$ cat src/hw/rtl/coq_pkg.sv
`timescale 1ns / 1ps
// ---------------------------------------------------------------------------
// coq_pkg - circle overlap query shared definitions
// Table size, item formats, controller state and the control/status bundles
// between the controller and the datapath.
// ---------------------------------------------------------------------------
package coq_pkg;

  // table geometry
  localparam int SLOTS      = 64;
  localparam int SLOT_AW    = (SLOTS > 1) ? $clog2(SLOTS) : 1;
  localparam int SLOT_FW    = 6;
  localparam int COORD_W    = 24;
  localparam int RAD_W      = 16;
  localparam int ID_W       = 32;
  localparam int DIFF_W     = COORD_W + 1;
  localparam int SQ_W       = 2 * COORD_W;
  localparam int DIST_W     = SQ_W + 1;
  localparam int RSUM_W     = RAD_W + 1;
  localparam int RSQ_W      = 2 * RSUM_W;

  // item modes
  localparam logic MODE_WRITE = 1'b0;
  localparam logic MODE_QUERY = 1'b1;

  // input transaction
  typedef struct packed {
    logic                      mode;
    logic [SLOT_FW-1:0]        slot;
    logic signed [COORD_W-1:0] pos_x;
    logic signed [COORD_W-1:0] pos_y;
    logic [RAD_W-1:0]          radius;
    logic [ID_W-1:0]           owner_id;
    logic                      present;
  } coq_in_t;

  // result transaction
  typedef struct packed {
    logic               hit;
    logic [SLOT_FW-1:0] hit_slot;
    logic [ID_W-1:0]    hit_owner;
  } coq_out_t;

  // one stored circle
  typedef struct packed {
    logic signed [COORD_W-1:0] x;
    logic signed [COORD_W-1:0] y;
    logic [RAD_W-1:0]          r;
    logic [ID_W-1:0]           owner;
  } coq_entry_t;

  // controller states
  typedef enum logic {
    ST_IDLE,
    ST_SCAN
  } coq_state_t;

  // controller to datapath
  typedef struct packed {
    logic write;       // store the incoming item into its slot
    logic load_query;  // capture query fields, rewind the scan counter
    logic issue;       // read the next slot into the pipeline
    logic flush;       // drop everything in flight
    logic res_load;    // load the result register
    logic res_hit;     // result comes from the last stage, else all zero
  } coq_cmd_t;

  // datapath to controller
  typedef struct packed {
    logic last_issue;  // scan counter points at the last slot
    logic end_vld;     // last stage holds a slot
    logic end_match;   // that slot overlaps the query
    logic end_last;    // that slot is the last one of the table
  } coq_stat_t;

endpackage

$ cat src/hw/rtl/coq_ctrl.sv
`timescale 1ns / 1ps
// ---------------------------------------------------------------------------
// coq_ctrl - circle overlap query controller
// Accepts transactions, sequences the slot scan and strobes the result.
// ---------------------------------------------------------------------------
module coq_ctrl
  import coq_pkg::*;
(
  input  logic      clk,
  input  logic      rst_n,
  input  logic      start,
  input  logic      in_mode,
  input  logic      in_present,
  input  coq_stat_t stat,
  output coq_cmd_t  cmd,
  output logic      busy,
  output logic      out_valid
);

  coq_state_t state_r;
  coq_state_t state_nxt;
  logic       issue_done_r;
  logic       issue_done_nxt;
  logic       out_valid_r;
  logic       out_valid_nxt;
  logic       accept;
  logic       finish;

  assign accept = start && (state_r == ST_IDLE);
  assign finish = stat.end_vld && (stat.end_match || stat.end_last);

  // state registers
  always_ff @(posedge clk) begin
    if (!rst_n) begin
      state_r      <= ST_IDLE;
      issue_done_r <= 1'b0;
      out_valid_r  <= 1'b0;
    end else begin
      state_r      <= state_nxt;
      issue_done_r <= issue_done_nxt;
      out_valid_r  <= out_valid_nxt;
    end
  end

  // next state and commands
  always_comb begin
    state_nxt      = state_r;
    issue_done_nxt = issue_done_r;
    out_valid_nxt  = 1'b0;
    cmd            = '0;
    unique case (state_r)
      ST_IDLE: begin
        if (start) begin
          cmd.write = (in_mode == MODE_WRITE);
          if (in_mode == MODE_QUERY && in_present) begin
            cmd.load_query = 1'b1;
            issue_done_nxt = 1'b0;
            state_nxt      = ST_SCAN;
          end else begin
            cmd.res_load  = 1'b1;
            out_valid_nxt = 1'b1;
          end
        end
      end
      ST_SCAN: begin
        if (finish) begin
          cmd.res_load  = 1'b1;
          cmd.res_hit   = stat.end_match;
          cmd.flush     = 1'b1;
          out_valid_nxt = 1'b1;
          state_nxt     = ST_IDLE;
        end else if (!issue_done_r) begin
          cmd.issue = 1'b1;
          if (stat.last_issue) begin
            issue_done_nxt = 1'b1;
          end
        end
      end
      default: begin
        state_nxt = ST_IDLE;
      end
    endcase
  end

  assign busy      = (state_r == ST_SCAN);
  assign out_valid = out_valid_r;

  // no strobe while a scan is running
  a_no_strobe_in_scan: assert property (@(posedge clk) disable iff (!rst_n)
    (state_r == ST_SCAN) |-> !out_valid_r)
    else $error("result strobe during scan");

  // a body query starts a scan
  a_query_scans: assert property (@(posedge clk) disable iff (!rst_n)
    (accept && in_mode == MODE_QUERY && in_present) |=> busy)
    else $error("query did not start a scan");

  // writes and bodiless queries answer in the next cycle
  a_quick_answer: assert property (@(posedge clk) disable iff (!rst_n)
    (accept && (in_mode == MODE_WRITE || !in_present)) |=> (out_valid_r && !busy))
    else $error("missing immediate result");

  // end of scan returns to idle with a strobe
  a_finish: assert property (@(posedge clk) disable iff (!rst_n)
    ((state_r == ST_SCAN) && finish) |=> (out_valid_r && state_r == ST_IDLE))
    else $error("scan did not finish cleanly");

  // no read is issued after the last slot
  a_no_overissue: assert property (@(posedge clk) disable iff (!rst_n)
    issue_done_r && (state_r == ST_SCAN) |-> !cmd.issue)
    else $error("slot issued past end of table");

endmodule

$ cat config.mk
export PLATFORM = sky130hd
export DESIGN_NAME = coq_ctrl
export DESIGN_NICKNAME = d
export VERILOG_FILES = /design/src/hw/rtl/coq_pkg.sv /design/src/hw/rtl/coq_ctrl.sv
export SDC_FILE = /design/constraint.sdc
export NUM_CORES = 1
export LEC_CHECK = 0
export ABC_AREA = 1
export BUFFER_PORTS_ARGS = -buffer_cell sky130_fd_sc_hd__buf_4
export CAP_MARGIN = 0
export CORE_AREA = 2 2 39 41
export CTS_CLUSTER_DIAMETER = 200
export DETAILED_ROUTE_END_ITERATION = 12
export DIE_AREA = 0 0 41 43
export HOLD_SLACK_MARGIN = 0.15
export PLACE_DENSITY_LB_ADDON = 0.3
export SLEW_MARGIN = 20
export SYNTH_ARGS = -nofsm -noshare
export SYNTH_HDL_FRONTEND = slang
export SYNTH_SLANG_ARGS = --single-unit
export TNS_END_PERCENT = 5
$ cat constraint.sdc
create_clock -name clk -period 1.06 [get_ports clk]
set_clock_uncertainty 0.2 [all_clocks]
set_input_delay 0.106 -clock clk [delete_from_list [all_inputs] [get_ports clk]]
set_output_delay 0.106 -clock clk [all_outputs]
set_load 0.005 [all_outputs]
==> flow_summary.json, run 1 <==
{
  "hold_path.class": "in -> reg",
  "synth_area_leaders": "dfxtp_1, inv_1, nand2_1, nor2_1, a21oi_1",
  "relSlewSlack_pct": 83.7,
  "hold_ws_ps": -4.67,
  "worstSetupStartpoint": "busy$_SDFF_PN0_",
  "wl_per_cell_um": 7.98,
  "gr-usage-all-layers_pct": 8.12,
  "drt-met1-wl_um": 188,
  "worstPathCellList": "inv_2, or2_4, nor2_2, buf_4",
  "num_antenna_cells": 0,
  "synth_fp_nets": 35,
  "crit_family": "flip-flops",
  "portBuffers": 16,
  "synth_warnings": 0,
  "ant_nets": 0,
  "coreArea_mm2": 0.00138,
  "h-tree-depth": 1,
  "drt-total-wl_um": 519,
  "cp.required_ps": 750,
  "r2r_slack_ps": -40,
  "hold_violations": 1,
  "worst-setup-path-type": "reg -> out",
  "final_common_cell": "buf_4",
  "synth-seq-area-share_pct": 35.0,
  "antenna_found_initial": 0,
  "fin_area_um2": 377,
  "die_y_um": 43,
  "routed-wl-met3_um": 57,
  "cts_buffer_depth": 2,
  "period_share_pct": 124,
  "violations": "hold timing, setup timing",
  "fmax_mhz": 758,
  "outcome": "finished with violations",
  "placed_cells": 60,
  "final_cell_mix": "buf_4, inv_1, nand2_1, clkbuf_4",
  "area_delta_synth_final_pct": 120,
  "end_kind": "output pin",
  "synthCells": 26,
  "tightest_slew_ps": 243,
  "ctsHoldBuffers": 1,
  "cts-root-buf": "clkbuf_4",
  "clkLatencyLatePin_ps": 230,
  "clkTransAtPathRegs_ps": 40,
  "nets": 59,
  "cp.arrival_ps": 1010,
  "die_w_um": 41,
  "vdd_drop_max_v": 0.000639,
  "path_max_fanout": 4,
  "routed_via_density": 3.71,
  "setup_viol": 8,
  "path_buf_inv": 2,
  "start_util_pct": 12.4,
  "grt_max_degree": 5,
  "synthDistinctLibCells": 13,
  "cap_violations": 0,
  "fin_cells": 65,
  "synth_top_area_cell": "dfxtp_1",
  "fin_ws_ps": -259,
  "die_area_mm2": 0.00176,
  "drc_errors": 0,
  "gp_congestion": 0.742,
  "cpPeakStageDelay_ps": 320,
  "ys_ff_latch": 3,
  "nFillCells": 158,
  "top_layer": "met3",
  "drv_slew": 0,
  "overflow": 0,
  "hold_start": "stat[3]",
  "firstDrtPassIters": 2,
  "hpwl_um": 426,
  "layout-drive-gt1-share_pct": 61.2,
  "r2r_start": "busy$_SDFF_PN0_",
  "grt_pass1_wl_um": 897,
  "fin_total_pwr_uw": 403,
  "grt_pass1_vias": 243,
  "start_kind": "flop",
  "synth_top_area_share_pct": 35.0,
  "cp_slowest_cell": "dfxtp_2",
  "dpl_cell_area_um2": 328,
  "numCtsBuffers": 3,
  "postSynthAreaPerCell_um2": 6.59,
  "rsz0062_at_grt": "yes",
  "boundaryPins": 17,
  "power.density_mw_per_mm2": 1070,
  "cts_tree": "done",
  "fp-row-count": 14,
  "vias": 241,
  "clock_sinks": 3,
  "dr.first_iter.drc_count": 1,
  "p_leak_nw": 0.206,
  "syn_area_um2": 171,
  "wl_met2_um": 273,
  "period_needed_ps": 1320
}
==> logic make-up after synthesis <==
| family | share of synthesized area [%] |
|---|---|
| and+or+nand+nor | 29.2 |
| buffers and inverters | 17.5 |
| AOI/OAI and AO/OA | 18.2 |
| DFF | 35.0 |
==> state kept, by name, summed over array words and instances, names as in the netlist <==
signal	flops
busy	1
issue_done_r	1
out_valid	1
==> Yosys cell counts <==
cell type	number
nand2_1	4
or2_4	1
nand3_1	2
o211ai_1	1
a21oi_1	2
buf_4	1
nor3_1	1
o21ai_1	1
dfxtp_1	3
inv_1	5
a21oi_2	1
inv_2	1
nor2_1	3
==> report_power, final <==
| part | switching (mW) | internal, mW | leakage [nW] |
|---|---|---|---|
| registers | 0.00228 | 0.119 | 0.0250 |
| logic | 0.0327 | 0.0525 | 0.166 |
| clock network | 0.0560 | 0.141 | 0.0150 |
==> worst min-delay path, stage by stage <==
cell	delay, ps
buf_4	80
o211ai_1	70
a21oi_1	130
==> cell type report <==
cell class / instances / area, µm² / area share (%)
repair buffers: 20 / 153 / 40.5
well taps: 16 / 20.0 / 5.32
flip-flops and latches: 3 / 61.3 / 16.3
multi-input cells: 16 / 93.8 / 24.9
inverters: 6 / 22.5 / 5.98
clock buffers: 4 / 26.3 / 6.98
==> metal layers <==
layer / GRT usage, % / vias to the layer above
li1: - / 126
met1: 7.67 / 106
met2: 12.2 / 9
met3: 9.42 / 0
met4: 0 / 0
met5: 0 / -
==> worst paths after layout <==
kind	end	cells after the start
hold reg to reg	issue_done_r$_SDFFE_PN0P_	2
setup / recovery	cmd[0]	4
hold / removal	issue_done_r$_SDFFE_PN0P_	3
setup reg to reg	out_valid$_SDFF_PN0_	4
==> metrics by stage <==
stage	setup WS, ps	hold slack [ps]	setup TNS (ps)	utilization (%)
floorplan	-22.4	46.2	-22.4	-
global placement	-29.2	182	-80.6	23.7
detailed placement	-37.4	175	-119	23.7
CTS	-290	-4.32	-1490	26.7
global route	-324	11.2	-1890	27.2
finish	-259	-4.67	-1370	27.2
==> repair_timing <==
| item | 4_1_cts | 5_1_grt |
|---|---|---|
| endpoints found under the setup margin | 8 | 9 |
| resized for setup | 1 | 3 |
| pin swaps | 1 | 1 |
| hold endpoints to repair | 3 | 3 |
| buffers inserted | 0 | 0 |
(Power assumes the default switching activity.)
==> inputs of run 2 (changes only) <==
--- a/config.mk
+++ b/config.mk
@@ -6,12 +6,12 @@
 export NUM_CORES = 1
 export LEC_CHECK = 0
 export ABC_AREA = 1
-export BUFFER_PORTS_ARGS = -buffer_cell sky130_fd_sc_hd__buf_4
 export CAP_MARGIN = 0
 export CORE_AREA = 2 2 39 41
 export CTS_CLUSTER_DIAMETER = 200
 export DETAILED_ROUTE_END_ITERATION = 12
 export DIE_AREA = 0 0 41 43
+export DONT_BUFFER_PORTS = 1
 export HOLD_SLACK_MARGIN = 0.15
 export PLACE_DENSITY_LB_ADDON = 0.3
 export SLEW_MARGIN = 20
==> run 2 against run 1 <==
Effect of this change: register-to-register slack gained 90 ps; highest routed layer unchanged; power down 9.4%; first-iteration DRC count unchanged; the run still ends with hold timing, setup timing left; wire length shrank 13%; clock power barely moved; die area is the same; sequential share of layout area increased by 7.4 points; critical endpoint unchanged; critical path depth shrank 1; non-clock buffer count shrank 17; largest cell class is now multi-input combinational cells.
==> flow_summary.json, run 2 (synthesis results as in run 1) <==
{
  "hold_violations": 3,
  "fin_ws_ps": -178,
  "grt_pass1_vias": 182,
  "cp.arrival_ps": 930,
  "path_max_fanout": 4,
  "num_antenna_cells": 0,
  "cts-root-buf": "clkbuf_4",
  "overflow": 0,
  "p_leak_nw": 0.117,
  "setup_viol": 5,
  "holdPathEnd": "out_valid$_SDFF_PN0_",
  "outcome": "finished with violations",
  "fmax_mhz": 808,
  "grt_pass1_wl_um": 703,
  "portBuffers": 0,
  "antenna_found_initial": 0,
  "fp-row-count": 14,
  "period_share_pct": 117,
  "ant_nets": 0,
  "rr_worst_depth": 4,
  "path_buf_inv": 1,
  "r2r_slack_ps": 50,
  "fin_tns_setup_ps": -742,
  "cts_tree": "done",
  "clock_sinks": 3,
  "die_w_um": 41,
  "gr-usage-all-layers_pct": 6.61,
  "cap_violations": 0,
  "hpwl_um": 382,
  "cts_setup_buffers": 0,
  "nets": 42,
  "dr.first_iter.drc_count": 1,
  "ctsHoldBuffers": 2,
  "cpPeakStageDelay_ps": 320,
  "cp.required_ps": 750,
  "rsz0062_at_grt": "yes",
  "vdd_drop_max_v": 0.000590,
  "vias": 186,
  "cp_slowest_cell": "dfxtp_2",
  "r2r_start": "busy$_SDFF_PN0_",
  "layout-drive-gt1-share_pct": 46.9,
  "hold-path-cell-count": 2,
  "routed_via_density": 3.88,
  "violations": "hold timing, setup timing",
  "hold_start": "start",
  "fin_util_pct": 18.7,
  "crit_family": "simple AND/OR/NAND/NOR gates",
  "h-tree-depth": 1,
  "start_util_pct": 12.4,
  "clkLatencyLatePin_ps": 230,
  "power.density_mw_per_mm2": 1410,
  "r2r-end": "issue_done_r$_SDFFE_PN0P_",
  "cts_buffer_depth": 2,
  "die_area_mm2": 0.00176,
  "firstDrtPassIters": 2,
  "drt-total-wl_um": 451,
  "drc_errors": 0,
  "relSlewSlack_pct": 82.8,
  "gp_congestion": 0.700,
  "die_y_um": 43,
  "boundaryPins": 17,
  "period_needed_ps": 1240,
  "hold_path.class": "in -> reg",
  "area_delta_synth_final_pct": 51.1,
  "drv_slew": 0,
  "worstPathCellList": "inv_2, or2_4, nor2_4",
  "hold_ws_ps": -94.8,
  "worst-setup-path-type": "reg -> out",
  "grt_max_degree": 5,
  "numCtsBuffers": 3,
  "wl_per_cell_um": 9.40,
  "tightest_slew_ps": 257,
  "clkTransAtPathRegs_ps": 40,
  "coreArea_mm2": 0.00138,
  "final_cell_mix": "inv_2, inv_1, clkbuf_4",
  "start_kind": "flop",
  "end_kind": "output pin"
}
## run 2: changes by cell type in the layout (fill, tap and decap cells not counted)
cell	delta
buf_4	-18
dlygate4sd3_1	+1
inv_1	-2
inv_2	+2
nand2_1	-1
nand2_2	+1
nor2_2	-1
nor2_4	+1
## run 2: final cells by class
class | instances | area (µm²)
fillers | 165 | 1120
multi-input cells | 16 | 101
inverters | 6 | 22.5
repair buffers | 3 | 27.5
well taps | 16 | 20.0
clock buffers | 4 | 26.3
flip-flops and latches | 3 | 61.3
## run 2: what timing repair did
item / in CTS / in global routing
gates cloned: 0 / 0
setup endpoints to repair: 6 / 7
gates resized for setup: 5 / 3
endpoints found under the hold margin: 5 / 5
## run 2: how the worst max path moves through the flow
stage / from / endpoint / slack [ps] / cells after the start
3_3_place_gp: busy$_SDFF_PN0_ / cmd[0] / 30 / 3
5_1_grt: busy$_SDFF_PN0_ / cmd[0] / -220 / 3
2_1_floorplan: busy$_SDFF_PN0_ / cmd[1] / -20 / 4
3_5_place_dp: busy$_SDFF_PN0_ / cmd[0] / 30 / 3
4_1_cts: busy$_SDFF_PN0_ / cmd[0] / -190 / 3
6_report: busy$_SDFF_PN0_ / cmd[0] / -180 / 3
## run 2: metrics by stage
| step | total power, mW | std cells | cell area, µm² | setup WS (ps) |
|---|---|---|---|---|
| 6_report | 0.365 | 48 | 259 | -178 |
| 2_1_floorplan | 0.152 | 26 | 173 | -22.4 |
| 5_1_grt | 0.391 | 48 | 259 | -217 |
| 3_5_place_dp | 0.157 | 42 | 193 | 31.3 |
| 4_1_cts | 0.374 | 48 | 256 | -189 |
| 3_3_place_gp | 0.157 | 42 | 193 | 31.3 |
## run 2: power breakdown
part	leakage [nW]	internal, mW	switching [mW]
clock network	0.0150	0.141	0.0584
registers	0.0250	0.119	0.00274
logic	0.0775	0.0187	0.0256
total	0.117	0.278	0.0867
## run 2: metal layers
metal / part of all wire, % / global-route usage [%] / wire length [µm]
met1: 33 / 5.43 / 150
met3: 17 / 8.90 / 78
met4: 0 / 2.00 / 0
met2: 49 / 9.06 / 221
met5: 0 / 0 / 0
==> inputs of run 3 (changes only) <==
--- a/config.mk
+++ b/config.mk
@@ -5,7 +5,7 @@
 export SDC_FILE = /design/constraint.sdc
 export NUM_CORES = 1
 export LEC_CHECK = 0
-export ABC_AREA = 1
+export ABC_AREA = 0
 export CAP_MARGIN = 0
 export CORE_AREA = 2 2 39 41
 export CTS_CLUSTER_DIAMETER = 200
==> run 3 against run 2 <==
Effect of this change: the run still ends with hold timing, setup timing left; combinational power is 19% higher; utilization up 2.4 points; worst setup slack got worse by 26 ps; area after synthesis is 1.5% lower; final area grew 13%; critical path depth down 1; count of clock-buffer cells in the layout stayed put; power is 1.8% higher; sequential power about the same; register-to-register slack worse by 150 ps; die area is the same; critical path type unchanged.
==> flow_summary.json, run 3 <==
{
  "outcome": "finished with violations",
  "violations": "hold timing, setup timing",
  "yosys.area_share.simple_pct": 38.5,
  "die_w_um": 41,
  "start_kind": "flop",
  "grt_pass1_wl_um": 572,
  "firstDrtPassIters": 2,
  "cp.required_ps": 750,
  "synth_adder_area_share_pct": 0,
  "fin_tns_setup_ps": -1010,
  "syn_area_um2": 169,
  "cp.arrival_ps": 960,
  "p_leak_nw": 0.112,
  "hold_ws_ps": -82.6,
  "gp_congestion": 0.613,
  "grt_pass1_vias": 159,
  "fmax_mhz": 791,
  "synth_top_area_cell": "dfxtp_1",
  "layout-drive-gt1-share_pct": 62.1,
  "drt-total-wl_um": 478,
  "nets": 39,
  "setup_viol": 8,
  "area_delta_synth_final_pct": 72.6,
  "cts_tree": "done",
  "tightest_slew_ps": 254,
  "synthTopCellsByCount": "dfxtp_1, nor2_1, a21oi_1",
  "hold_violations": 2,
  "clkLatencyLatePin_ps": 230,
  "synth-xor-area-share_pct": 0,
  "postSynthAreaPerCell_um2": 8.45,
  "final_common_cell": "buf_4",
  "path_max_fanout": 4,
  "die_area_mm2": 0.00176,
  "end_kind": "output pin",
  "coreArea_mm2": 0.00138,
  "synthArstFlopShare_pct": 0,
  "wl_per_cell_um": 10.6,
  "numCtsBuffers": 3,
  "fin_ws_ps": -204,
  "ctsHoldBuffers": 2,
  "fp-row-count": 14,
  "hold_path.class": "in -> reg",
  "nFillCells": 167,
  "synthCells": 20,
  "period_share_pct": 119,
  "routed_via_density": 3.93,
  "worst-setup-path-type": "reg -> out",
  "placed_cells": 38,
  "synth_top_area_share_pct": 35.6,
  "fin_total_pwr_uw": 372,
  "clock_sinks": 3,
  "antenna_found_initial": 0,
  "fin_cells": 45,
  "synthDistinctLibCells": 15,
  "overflow": 0,
  "drc_errors": 0,
  "gr-usage-all-layers_pct": 5.42,
  "relSlewSlack_pct": 83.1,
  "boundaryPins": 17,
  "vias": 177,
  "hpwl_um": 362,
  "drv_slew": 0,
  "ant_nets": 0,
  "synth-seq-area-share_pct": 35.6,
  "num_antenna_cells": 0,
  "period_needed_ps": 1260,
  "cts-root-buf": "clkbuf_4",
  "cap_violations": 0,
  "synth_mux_area_share_pct": 0,
  "synth_ff_type": "dfxtp_1",
  "power.density_mw_per_mm2": 1280,
  "place_ws_ps": -19.2,
  "start_util_pct": 12.2,
  "synth_top_family_by_area": "simple AND/OR/NAND/NOR gates",
  "synth-edff-count": 0,
  "final_cell_mix": "buf_4, nor2_2, clkbuf_4",
  "vdd_drop_max_v": 0.000336,
  "ys_ff_latch": 3,
  "grt_max_degree": 6,
  "h-tree-depth": 1,
  "clkTransAtPathRegs_ps": 40,
  "dpl_cell_area_um2": 215,
  "portBuffers": 0,
  "synth_fp_nets": 29,
  "dr.first_iter.drc_count": 3,
  "cts_buffer_depth": 2,
  "rsz0062_at_grt": "yes",
  "fin_area_um2": 292,
  "synth-compound-area-share_pct": 19.3,
  "die_y_um": 43,
  "synth_warnings": 0,
  "synth_area_leaders": "dfxtp_1, nor3b_2, and4b_2, nor2_1, a21oi_1"
}
-- run 3: worst max-delay path: stages, from the launching register on --
cell and delay [ps]:
dfxtp_4 340, and4b_2 280, buf_4 110
-- run 3: kinds of logic after synthesis --
group                  count (synthesis)
and+or+nand+nor                       10
AOI/OAI and AO/OA                      5
DFF                                    3
buffers and inverters                  2
-- run 3: worst paths after layout --
check                                               start                        end  slack (ps)  depth (start not counted)
worst max-delay path                      busy$_SDFF_PN0_                     cmd[4]        -200                          2
worst max register to register            busy$_SDFF_PN0_            busy$_SDFF_PN0_        -100                          4
worst min-delay path                           in_present       out_valid$_SDFF_PN0_         -80                          2
worst min register to register  issue_done_r$_SDFFE_PN0P_  issue_done_r$_SDFFE_PN0P_         390                          2
-- run 3: area by class of cell --
type | count | area (µm²) | area share [%]
Tap cell | 16 | 20.0 | 6.87
Clock buffer | 4 | 26.3 | 9.01
Multi-Input combinational cell | 15 | 128 | 43.8
Sequential cell | 3 | 63.8 | 21.9
Timing Repair Buffer | 6 | 50.0 | 17.2
Inverter | 1 | 3.75 | 1.29
-- run 3: routing by layer --
metal	global-route usage, %	wire length [µm]
met3	4.71	45
met5	0	0
met1	2.56	147
met2	10.6	284
met4	2.00	0
-- run 3: timing repair --
item,CTS,global route
endpoints found under the setup margin,8,8
gates resized for setup,4,2
endpoints found under the hold margin,4,4
setup buffers,1,0
pin swaps,2,0
-- run 3: through the flow --
step	util, %	hold slack [ps]
2_1_floorplan	-	23.6
3_3_place_gp	15.6	35.7
3_5_place_dp	15.6	39.4
4_1_cts	20.3	-77.6
5_1_grt	21.1	-83.1
6_report	21.1	-82.6
-- run 3: power breakdown --
part           internal [mW]  switching [mW]
sequential             0.117         0.00305
clock                  0.141          0.0580
combinational         0.0297          0.0232
total                  0.288          0.0842
